$ cat config.mk
export PLATFORM = sky130hd
export DESIGN_NAME = sallru_scan
export DESIGN_NICKNAME = d
export VERILOG_FILES = /design/src/rtl/core/sallru_pkg.sv /design/src/rtl/core/sallru_scan.sv
export SDC_FILE = /design/constraint.sdc
export NUM_CORES = 1
export LEC_CHECK = 0
export BUFFER_PORTS_ARGS = -buffer_cell sky130_fd_sc_hd__buf_2
export CELL_PAD_IN_SITES_DETAIL_PLACEMENT = 1
export CELL_PAD_IN_SITES_GLOBAL_PLACEMENT = 1
export CORE_AREA = 2 2 100 102
export DETAILED_ROUTE_END_ITERATION = 10
export DIE_AREA = 0 0 102 104
export PLACE_DENSITY_LB_ADDON = 0.2
export SLEW_MARGIN = 0
export SYNTH_ARGS = -nofsm -noshare
export SYNTH_HDL_FRONTEND = slang
export SYNTH_SLANG_ARGS = --single-unit
$ cat constraint.sdc
create_clock -name clk -period 8.95 [get_ports clk]
set_input_delay 0.4475 -clock clk [delete_from_list [all_inputs] [get_ports clk]]
set_output_delay 0.4475 -clock clk [all_outputs]
set_load 0.01 [all_outputs]
$ cat src/rtl/core/sallru_pkg.sv
// Shared constants, codes and types of the set-associative LRU tag store.
package sallru_pkg;

    // Default sizing handed to the top level.
    localparam int unsigned DEF_MAX_SETS   = 256;
    localparam int unsigned DEF_MAX_WAYS   = 8;
    localparam int unsigned DEF_ADDR_WIDTH = 32;

    // Fixed port widths.
    localparam int unsigned CMD_W     = 2;
    localparam int unsigned SIZE_W    = 4;
    localparam int unsigned ADDR_W    = 32;
    localparam int unsigned STATUS_W  = 2;
    localparam int unsigned TAG_W     = 32;
    localparam int unsigned SETNUM_W  = 8;
    localparam int unsigned OFFSET_W  = 12;
    localparam int unsigned WAYNUM_W  = 3;
    localparam int unsigned COUNT_W   = 32;
    localparam int unsigned STAMP_W   = 32;
    localparam int unsigned CFG_DATA_W  = 4;
    localparam int unsigned CFG_INDEX_W = 2;

    // Configuration register indexes.
    localparam logic [CFG_INDEX_W-1:0] REG_INDEX_BITS  = 2'd0;
    localparam logic [CFG_INDEX_W-1:0] REG_OFFSET_BITS = 2'd1;
    localparam logic [CFG_INDEX_W-1:0] REG_WAYS_IN_USE = 2'd2;

    // Configuration reset values and limits.
    localparam logic [CFG_DATA_W-1:0] RST_INDEX_BITS  = 4'd8;
    localparam logic [CFG_DATA_W-1:0] RST_OFFSET_BITS = 4'd4;
    localparam logic [CFG_DATA_W-1:0] RST_WAYS_IN_USE = 4'd8;
    localparam logic [CFG_DATA_W-1:0] OFFSET_LIMIT    = 4'd12;

    // Access commands.
    localparam logic [CMD_W-1:0] CMD_READ  = 2'd0;
    localparam logic [CMD_W-1:0] CMD_WRITE = 2'd1;

    // Result status codes.
    localparam logic [STATUS_W-1:0] ST_HIT     = 2'd0;
    localparam logic [STATUS_W-1:0] ST_MISS    = 2'd1;
    localparam logic [STATUS_W-1:0] ST_IGNORED = 2'd2;

    // Outcome flags of a set scan.
    typedef struct packed {
        logic hit;
        logic free;
    } scan_flags_t;

    // Only 1, 2, 4 and 8 byte references are serviced.
    function automatic logic size_ok(input logic [SIZE_W-1:0] size);
        return (size == 4'd1) || (size == 4'd2) || (size == 4'd4) || (size == 4'd8);
    endfunction

endpackage

$ cat src/rtl/core/sallru_scan.sv
// Shared compare unit that walks the ways of a set one per cycle.
module sallru_scan
    import sallru_pkg::*;
#(
    parameter int unsigned MAX_WAYS = 8,
    localparam int unsigned WAY_W = (MAX_WAYS > 1) ? $clog2(MAX_WAYS) : 1
) (
    input  logic             clk,
    input  logic             rst_n,
    input  logic             step,
    input  logic             first,
    input  logic [WAY_W-1:0] step_way,
    input  logic             line_ok,
    input  logic [31:0]      line_tag,
    input  logic [31:0]      line_stamp,
    input  logic [31:0]      key_tag,
    output scan_flags_t      flags,
    output logic [WAY_W-1:0] hit_way,
    output logic [WAY_W-1:0] free_way,
    output logic [WAY_W-1:0] old_way,
    output logic [31:0]      old_tag
);

    scan_flags_t      flags_reg, flags_next;
    logic [WAY_W-1:0] hit_way_reg, hit_way_next;
    logic [WAY_W-1:0] free_way_reg, free_way_next;
    logic [WAY_W-1:0] old_way_reg, old_way_next;
    logic [31:0]      old_tag_reg, old_tag_next;
    logic [31:0]      min_stamp_reg, min_stamp_next;
    logic             match;
    logic             older;

    // One tag equality and one stamp compare serve every way in turn.
    assign match = line_ok && (line_tag == key_tag);
    assign older = line_stamp < min_stamp_reg;

    // Keep the lowest hit, the lowest free way and the oldest stamp.
    always_comb
    begin
        flags_next     = flags_reg;
        hit_way_next   = hit_way_reg;
        free_way_next  = free_way_reg;
        old_way_next   = old_way_reg;
        old_tag_next   = old_tag_reg;
        min_stamp_next = min_stamp_reg;
        if (step)
        begin
            if (first)
            begin
                flags_next.hit  = match;
                flags_next.free = !line_ok;
                hit_way_next    = step_way;
                free_way_next   = step_way;
                old_way_next    = step_way;
                old_tag_next    = line_tag;
                min_stamp_next  = line_stamp;
            end
            else
            begin
                if (match && !flags_reg.hit)
                begin
                    flags_next.hit = 1'b1;
                    hit_way_next   = step_way;
                end
                if (!line_ok && !flags_reg.free)
                begin
                    flags_next.free = 1'b1;
                    free_way_next   = step_way;
                end
                if (older)
                begin
                    old_way_next   = step_way;
                    old_tag_next   = line_tag;
                    min_stamp_next = line_stamp;
                end
            end
        end
    end

    // Scan flags are control state; the rest is payload.
    always_ff @(posedge clk or negedge rst_n)
    begin
        if (!rst_n)
        begin
            flags_reg <= '0;
        end
        else
        begin
            flags_reg <= flags_next;
        end
    end

    always_ff @(posedge clk)
    begin
        hit_way_reg   <= hit_way_next;
        free_way_reg  <= free_way_next;
        old_way_reg   <= old_way_next;
        old_tag_reg   <= old_tag_next;
        min_stamp_reg <= min_stamp_next;
    end

    assign flags    = flags_reg;
    assign hit_way  = hit_way_reg;
    assign free_way = free_way_reg;
    assign old_way  = old_way_reg;
    assign old_tag  = old_tag_reg;

endmodule

Word-level counts from Yosys, hierarchy flattened:

Index checks and enable logic that the tools add are counted.

* bits in writable memories: 0
* register bits: 75
* logic and storage cells: 34
* latch bits: 0
* bits in read-only memories: 0
* output and inout bits: 43
* bits of input ports: 104
* memories kept: 0

* $add $sub $neg: 0
* shift-type cells: 0
* multiply operators: 0
* muxes and demuxes: 13
* reductions and logical operators: 12
* div/mod/pow operators: 0
* eq/ne operators: 1
* magnitude comparators: 1
* bitwise operators: 0

Operator list (count)
* $mux 32: 4
* $eq 32x32->1: 1
* $lt 32x32->1: 1
* $mux 3: 6
* $reduce_and 2->1: 3
* $reduce_bool 2->1: 3
* $logic_and 1x1->1: 3
* $logic_not 1->1: 3
* $mux 1: 2
* $mux 2: 1

Depth between registers and ports, before layout:

Gate-level depths: netlist of run 1.

* depth in word-level cells: 5
* depth in mapped cells: 7

Least setup slack after synthesis of run 1:

OpenSTA, ideal clock, no wires.

* path kind: input-to-reg
* start: input line_stamp[13]
* end: register min_stamp_reg[0], enable pin
* slack: 1.921 ns
* path buffers: 0
* data arrival time: 6.437 ns
* stages: 6
* library setup time: 0.592 ns
* data required time: 8.358 ns
* path through: ha_1 a21oi_1 o21ai_0 a2111oi_0 o211ai_1 a211oi_1

* word-level cells in the longest chain between the ends: 3

RTL lines
* from (decl): RTL line sallru_scan.sv:15 `input logic [31:0] line_stamp,`
* $lt 32x32->1: RTL line sallru_scan.sv:35 `assign older = line_stamp < min_stamp_reg;`
* $reduce_bool 2->1 (no line)
* $reduce_and 2->1 (no line)
* to (signal assigned): RTL line sallru_scan.sv:99 `min_stamp_reg <= min_stamp_next;`
* to (decl): RTL line sallru_scan.sv:29 `logic [31:0] min_stamp_reg, min_stamp_next;`

No other way between the ends.
A chain may end at the register's enable or synchronous reset.

Worst setup path in the final report of run 1:

* start: register min_stamp_reg[13]
* end: register min_stamp_reg[7], enable pin

* word-level cells in the longest chain between the ends: 3

RTL lines (RTL line)
* $lt 32x32->1: sallru_scan.sv:35
* $reduce_bool 2->1 (no line)
* $reduce_and 2->1 (no line)

No other way between the ends.

==> run_results.csv, run 1 <==
group,metric,value,unit
placement,hpwl_after_detailed_placement,6.498,mm
floorplanning,core.rowCount,36,
placement,io_buffers,146,
worst_setup_path,biggest_fanout_along_the_worst_timing_path,35,
run,cap_violations,0,
route,drt_pass1_iterations,4,
floorplanning,floorplan.die_area,10610,um2
floorplanning,dieHeight,104,um
sta,finalClockSkew,9.600,ps
worst_setup_path,cp_slowest_stage_delay,450,ps
sta,final_worst_path_cycle_share,29.31,%
hold_path,min-delay-start,"line_stamp[29]",
final_layout,finish.utilization,47.25,%
synth,post-synth-top-area-cell,"edfxtp_1",
clocking,clk-insertion-delay-late,350,ps
power_and_ir_drop,static_leak,2.059,nW
route,totalWireLength,8.076,mm
synth,seq_area_frac_synth,65.50,%
worst_setup_path,timing.critical_path.max_delay_family,"compound AO/OA/AOI/OAI gates",
floorplanning,initial_core_utilization,35.85,%
sta,timing.final.crit_period,2623,ps
sta,slew_violations,0,
worst_setup_path,worst_r2r_path_depth,8,
hold_path,timing.hold.worst.class,"in -> reg",
final_layout,fillCellCount,1063,
final_layout,final_area,4512,um2
route,detailroute.via_count,2474,
synth,synthesis.yosys.warnings,0,
final_layout,area_growth_syn_to_fin,31.80,%
worst_setup_path,worst-endpoint-arrival,2620,ps
clocking,post_cts_resize_count,0,
power_and_ir_drop,clkPwrFrac,27.2,%
route,detail_route.vias_per_cell,4.581,
worst_setup_path,worstPathCellList,"inv_1 > ha_1 > a21oi_1 > o21ai_0 > a2111oi_0 > o211ai_1 > a211oi_4 > buf_4",
placement,gpl.final_weighted_congestion,0.7282,
worst_setup_path,critical-path-slowest-cell,"buf_4",
worst_setup_path,path_class,"reg -> reg",
sta,fmaxAchievable,381.2,MHz
final_layout,drive_above_1_share,39.66,%
hold_path,worstHoldEndpoint,"min_stamp_reg[29]$_DFFE_PP_",
sta,relSlewSlack,68.50,%
grt,grt_antenna_before_repair,1,
clocking,cts.path.max_buffers,2,
synth,synth.area.top_cells,"edfxtp_1 (64%), ha_1 (11%), xor2_1 (6.9%)",
synth,synth_enable_flop_cells,73,
power_and_ir_drop,ir_worst_vdd,0.00007235,V
clocking,clkTransAtPathRegs,80,ps
floorplanning,coreArea,9549,um2
power_and_ir_drop,total_switching_power,0.2115,mW
route,avgRoutedWirePerCell,14.96,um
power_and_ir_drop,p_comb_share,18.0,%
synth,ys_seq_elements,75,
sta,hold_viol,0,
grt,grt_pass1_wl,13.12,mm
synth,postSynthCellCount,241,
synth,yosys-top-cells-count,"edfxtp_1 (73), inv_1 (32), ha_1 (31), xor2_1 (27), nand2_1 (16)",
clocking,cts-buffers-inserted,9,
worst_setup_path,critPathLaunchType,"flop",
floorplanning,boundaryPins,147,
grt,grt_max_degree,36,
synth,yosys.area.top_type_share,64.04,%
synth,dominant_synthesized_flop_cell,"edfxtp_1",
route,drc_marker_count_from_the_first_detailed_route_iteration,71,
power_and_ir_drop,power-per-cell-area,178.4,nW/um2
power_and_ir_drop,switching_share,26.27,%
synth,synth_area_per_cell,14.20,um2
sta,worst_slew_pin_slew,472.5,ps
synth,yosys.cell_types.count,25,
sta,final-setup-viol-count,0,
synth,mappedNetlistNets,376,
sta,summed_negative_setup_slack_over_all_endpoints,0,ps
clocking,tritoncts,"yes",
sta,rsz_0062_raised_after_global_routing,"false",
worst_setup_path,cp_data_required_time,8940,ps
route,route.antenna.remaining_nets,0,
power_and_ir_drop,intPower,0.5934,mW
worst_setup_path,r2r-end,"min_stamp_reg[7]$_DFFE_PP_",
grt,grt-ovfl-total,0,
placement,postPlaceCellArea,4348,um2
power_and_ir_drop,design_power_total,0.8049,mW
clocking,cts.root.buffer_cell,"clkbuf_8",
route,drt_drc_violations_left,0,
run_status,status,"complete, no violations",
hold_path,holdPathStages,1,
clocking,numClockSinks,75,
worst_setup_path,regToRegStartpoint,"min_stamp_reg[13]$_DFFE_PP_",
grt,via_count_of_the_first_global_routing_pass,2681,
power_and_ir_drop,seq_power_share,54.8,%
synth,synthMostInstantiatedCell,"edfxtp_1",
worst_setup_path,r2r_slack,6330,ps
floorplanning,die_w,102,um
worst_setup_path,kind_of_end_point_of_the_critical_path,"flop",
synth,netlist_area,3423,um2
worst_setup_path,critical_path_buf_inv_count,2,
grt,grt_util_all_layers,16.50,%
clocking,htree_levels,3,
final_layout,final_nets,536,
synth,ys_async_sr_fraction,2.667,%
## kinds of logic (layout without fill, tap and decap cells)
family | after synthesis | count (layout) | synth area share, %
buffers and inverters | 32 | 197 | 3.509
AND/OR/NAND/NOR | 45 | 45 | 6.652
adder cells (fa/ha/maj) | 31 | 31 | 11.33
other | 0 | 1 | 0
XOR/XNOR | 32 | 32 | 8.187
flip-flops | 75 | 75 | 65.50
AO/OA/AOI/OAI | 26 | 26 | 4.825
## worst max-delay path by stage
stage,from,slack (ps),depth (start not counted),endpoint
finish,min_stamp_reg[13]$_DFFE_PP_,6330,8,min_stamp_reg[7]$_DFFE_PP_
global route,min_stamp_reg[13]$_DFFE_PP_,6070,8,min_stamp_reg[5]$_DFFE_PP_
CTS,min_stamp_reg[13]$_DFFE_PP_,6290,8,min_stamp_reg[5]$_DFFE_PP_
detailed placement,line_stamp[13],6110,8,old_tag[23]$_DFFE_PP_
global placement,line_stamp[13],6140,8,old_tag[23]$_DFFE_PP_
floorplan,line_stamp[13],1920,6,min_stamp_reg[0]$_DFFE_PP_
## power by group through the flow
stage	Clock (mW)	Combinational [mW]	Sequential, mW
after detailed placement	0	0.148	0.449
after global routing	0.244	0.166	0.445
after floorplan	0	0.0617	0.466
after global placement	0	0.144	0.447
final	0.219	0.145	0.441
after CTS	0.230	0.149	0.442
## final cells by class
class,instances,area (um2),share of cell area [%]
Inverter,32,120.1,2.662
Clock buffer,15,146.4,3.245
Tap cell,133,166.4,3.688
Sequential cell,75,2242,49.69
Clock inverter,1,5.005,0.1109
Antenna cell,1,2.502,0.05546
Timing Repair Buffer,149,755.7,16.75
Multi-Input combinational cell,134,1074,23.79
## timing repair
item,4_1_cts,5_1_grt
hold buffers,1,0
setup endpoints to repair,0,0
setup buffers,0,0
hold endpoints to repair,2,0
## cells in the final DEF (no fill, tap or decap), drive strengths merged, types with 3 or more instances in the layout
cell type / synthesis / routed
xnor2: 5 / 5
o21ai: 6 / 6
nand4: 6 / 6
nand2: 16 / 16
xor2: 27 / 27
clkbuf: 0 / 15
nand3: 4 / 4
edfxtp: 73 / 73
nor4: 7 / 7
ha: 31 / 31
inv: 32 / 32
nor2: 5 / 5
buf: 0 / 148
a21oi: 10 / 10
nor3: 3 / 3
## through the flow
step / setup slack (ps) / hold WS, ps / std cells
2_1_floorplan: 1921 / 151.9 / 241
6_report: 6327 / 286.1 / 540
5_1_grt: 6067 / 265.4 / 539
3_3_place_gp: 6137 / 236.1 / 522
4_1_cts: 6285 / 262.4 / 539
3_5_place_dp: 6115 / 235.0 / 522
## layer usage
| metal | global-route usage, % | vias up | share of wire (%) |
|---|---|---|---|
| met4 | 6.286 | 0 | 1.5 |
| li1 | - | 1204 | - |
| met3 | 8.132 | 10 | 11 |
| met2 | 25.94 | 103 | 48 |
| met5 | 0 | - | 0 |
| met1 | 19.25 | 1157 | 39 |
(Power assumes the default switching activity.)
==> inputs of run 2 (changes only) <==
==> constraint.sdc (replaced) <==
create_clock -name clk -period 2.6 [get_ports clk]
set_input_delay 0.13 -clock clk [delete_from_list [all_inputs] [get_ports clk]]
set_output_delay 0.13 -clock clk [all_outputs]
set_load 0.01 [all_outputs]
==> run_results.csv, run 2 (synthesis results as in run 1) <==
group,metric,value,unit
sta,finalHoldWorstSlack,20.76,ps
worst_setup_path,kind_of_end_point_of_the_critical_path,"flop",
worst_setup_path,biggest_fanout_along_the_worst_timing_path,16,
route,drt_pass1_iterations,4,
floorplanning,dieHeight,104,um
route,detail_route.vias_per_cell,4.670,
worst_setup_path,worstPathCellList,"dlygate4sd3_1 > buf_2 > ha_1 > nand4_1 > nor3_1 > a2111oi_2 > o211ai_1 > a211oi_4 > buf_4 > clkbuf_16",
route,totalWireLength,10.07,mm
run,cap_violations,0,
sta,finalClockSkew,5.127,ps
sta,summed_negative_setup_slack_over_all_endpoints,0,ps
final_layout,finish.utilization,55.54,%
floorplanning,initial_core_utilization,35.85,%
sta,timing.final.crit_period,2475,ps
worst_setup_path,critical-path-slowest-cell,"dlygate4sd3_1",
grt,via_count_of_the_first_global_routing_pass,3096,
grt,grt_util_all_layers,19.29,%
clocking,clkTransAtPathRegs,70,ps
clocking,clk-insertion-delay-late,350,ps
final_layout,fillCellCount,1034,
worst_setup_path,critPathLaunchType,"input port",
power_and_ir_drop,static_leak,2.396,nW
clocking,cts.root.buffer_cell,"clkbuf_8",
placement,hpwl_after_detailed_placement,6.619,mm
power_and_ir_drop,power-per-cell-area,569.1,nW/um2
grt,grt_pass1_wl,15.39,mm
floorplanning,boundaryPins,147,
sta,final_worst_path_cycle_share,95.18,%
floorplanning,coreArea,9549,um2
placement,gpl.final_weighted_congestion,0.8049,
sta,slew_violations,0,
grt,grt_antenna_before_repair,0,
final_layout,final_nets,607,
sta,rsz_0062_raised_after_global_routing,"false",
sta,final-setup-viol-count,0,
clocking,htree_levels,3,
sta,relSlewSlack,65.85,%
route,detailroute.via_count,2849,
worst_setup_path,timing.critical_path.max_delay_family,"buffers and inverters",
final_layout,drive_above_1_share,35.01,%
sta,fmaxAchievable,404.1,MHz
floorplanning,die_w,102,um
grt,grt-ovfl-total,0,
clocking,cts.path.max_buffers,2,
run_status,status,"complete, no violations",
placement,post_place_cells,522,
worst_setup_path,path_class,"in -> reg",
worst_setup_path,critical_path_buf_inv_count,4,
sta,hold_viol,0,
clocking,cts-buffers-inserted,9,
hold_path,timing.hold.worst.class,"in -> reg",
sta,worst_slew_pin_slew,507.5,ps
clocking,tritoncts,"yes",
final_layout,final_cell_mix,"buf_2 (146), edfxtp_1 (73), dlygate4sd3_1 (68)",
grt,grt_max_degree,36,
floorplanning,floorplan.die_area,10610,um2
final_layout,final_common_cell,"buf_2",
clocking,numClockSinks,75,
placement,io_buffers,146,
final_layout,area_growth_syn_to_fin,54.93,%
floorplanning,core.rowCount,36,
final_layout,post_layout_nonfiller_instances,610,
route,drt_drc_violations_left,0,
worst_setup_path,cp_data_required_time,2660,ps
worst_setup_path,cp_slowest_stage_delay,540,ps
route,route.antenna.remaining_nets,0,
worst_setup_path,r2r_slack,150,ps
final_layout,insertedDiodeCount,0,
power_and_ir_drop,ir_worst_vdd,0.0002701,V
worst_setup_path,worst-endpoint-arrival,2540,ps
power_and_ir_drop,design_power_total,3.018,mW
route,avgRoutedWirePerCell,16.51,um
route,drc_marker_count_from_the_first_detailed_route_iteration,72,
## run 2: report_power, final
part / switching (mW) / total (mW) / internal (mW)
registers: 0.0332 / 1.52 / 1.49
clock network: 0.407 / 0.848 / 0.441
logic: 0.334 / 0.652 / 0.317
## run 2: layer usage
layer	vias up	GRT usage [%]	routed length, um
li1	1340	-	-
met4	0	9.333	303
met3	22	6.720	852
met1	1362	21.45	3877
met2	125	32.42	5038
met5	-	0	0
## run 2: cell type report
type	count	area [um2]	share of cell area, %
inverters	32	120.1	2.265
flip-flops and latches	75	2242	42.27
well taps	133	166.4	3.138
clock buffers	13	138.9	2.619
clock inverters	3	38.79	0.7313
repair buffers	220	1516	28.59
multi-input cells	134	1081	20.38
## run 2: worst reg2reg max path, stage by stage, from the launching register on
cell,delay (ps)
edfxtp_1,380
inv_1,70
ha_1,230
a21oi_1,160
o21ai_1,110
a2111oi_2,390
o211ai_1,220
a211oi_4,250
buf_4,180
clkbuf_16,180
## run 2: path summary, 6_finish.rpt
| path | from | end | cells past startpoint |
|---|---|---|---|
| worst max-delay path | line_stamp[12] | min_stamp_reg[6]$_DFFE_PP_ | 10 |
| worst min-delay path | line_tag[20] | old_tag[20]$_DFFE_PP_ | 1 |
| worst max register to register | min_stamp_reg[13]$_DFFE_PP_ | min_stamp_reg[6]$_DFFE_PP_ | 9 |
| worst min register to register | flags[0]$_DFFE_PN0P_ | flags[0]$_DFFE_PN0P_ | 2 |
| max in group asynchronous | rst_n | flags[0]$_DFFE_PN0P_ | 2 |
| min in group asynchronous | rst_n | flags[1]$_DFFE_PN0P_ | 2 |
## run 2: stage by stage
stage,setup WS [ps],area [um2]
floorplan,-1021,3436
global placement,198.6,4373
detailed placement,70.81,4373
CTS,9.553,5231
global route,14.11,5304
finish,125.4,5304
## run 2: repair_timing
| item | in CTS | in global routing |
|---|---|---|
| setup endpoints to repair | 0 | 67 |
| hold buffers | 68 | 0 |
| endpoints found under the hold margin | 75 | 0 |
| setup buffers | 0 | 2 |
| gates resized for setup | 0 | 3 |
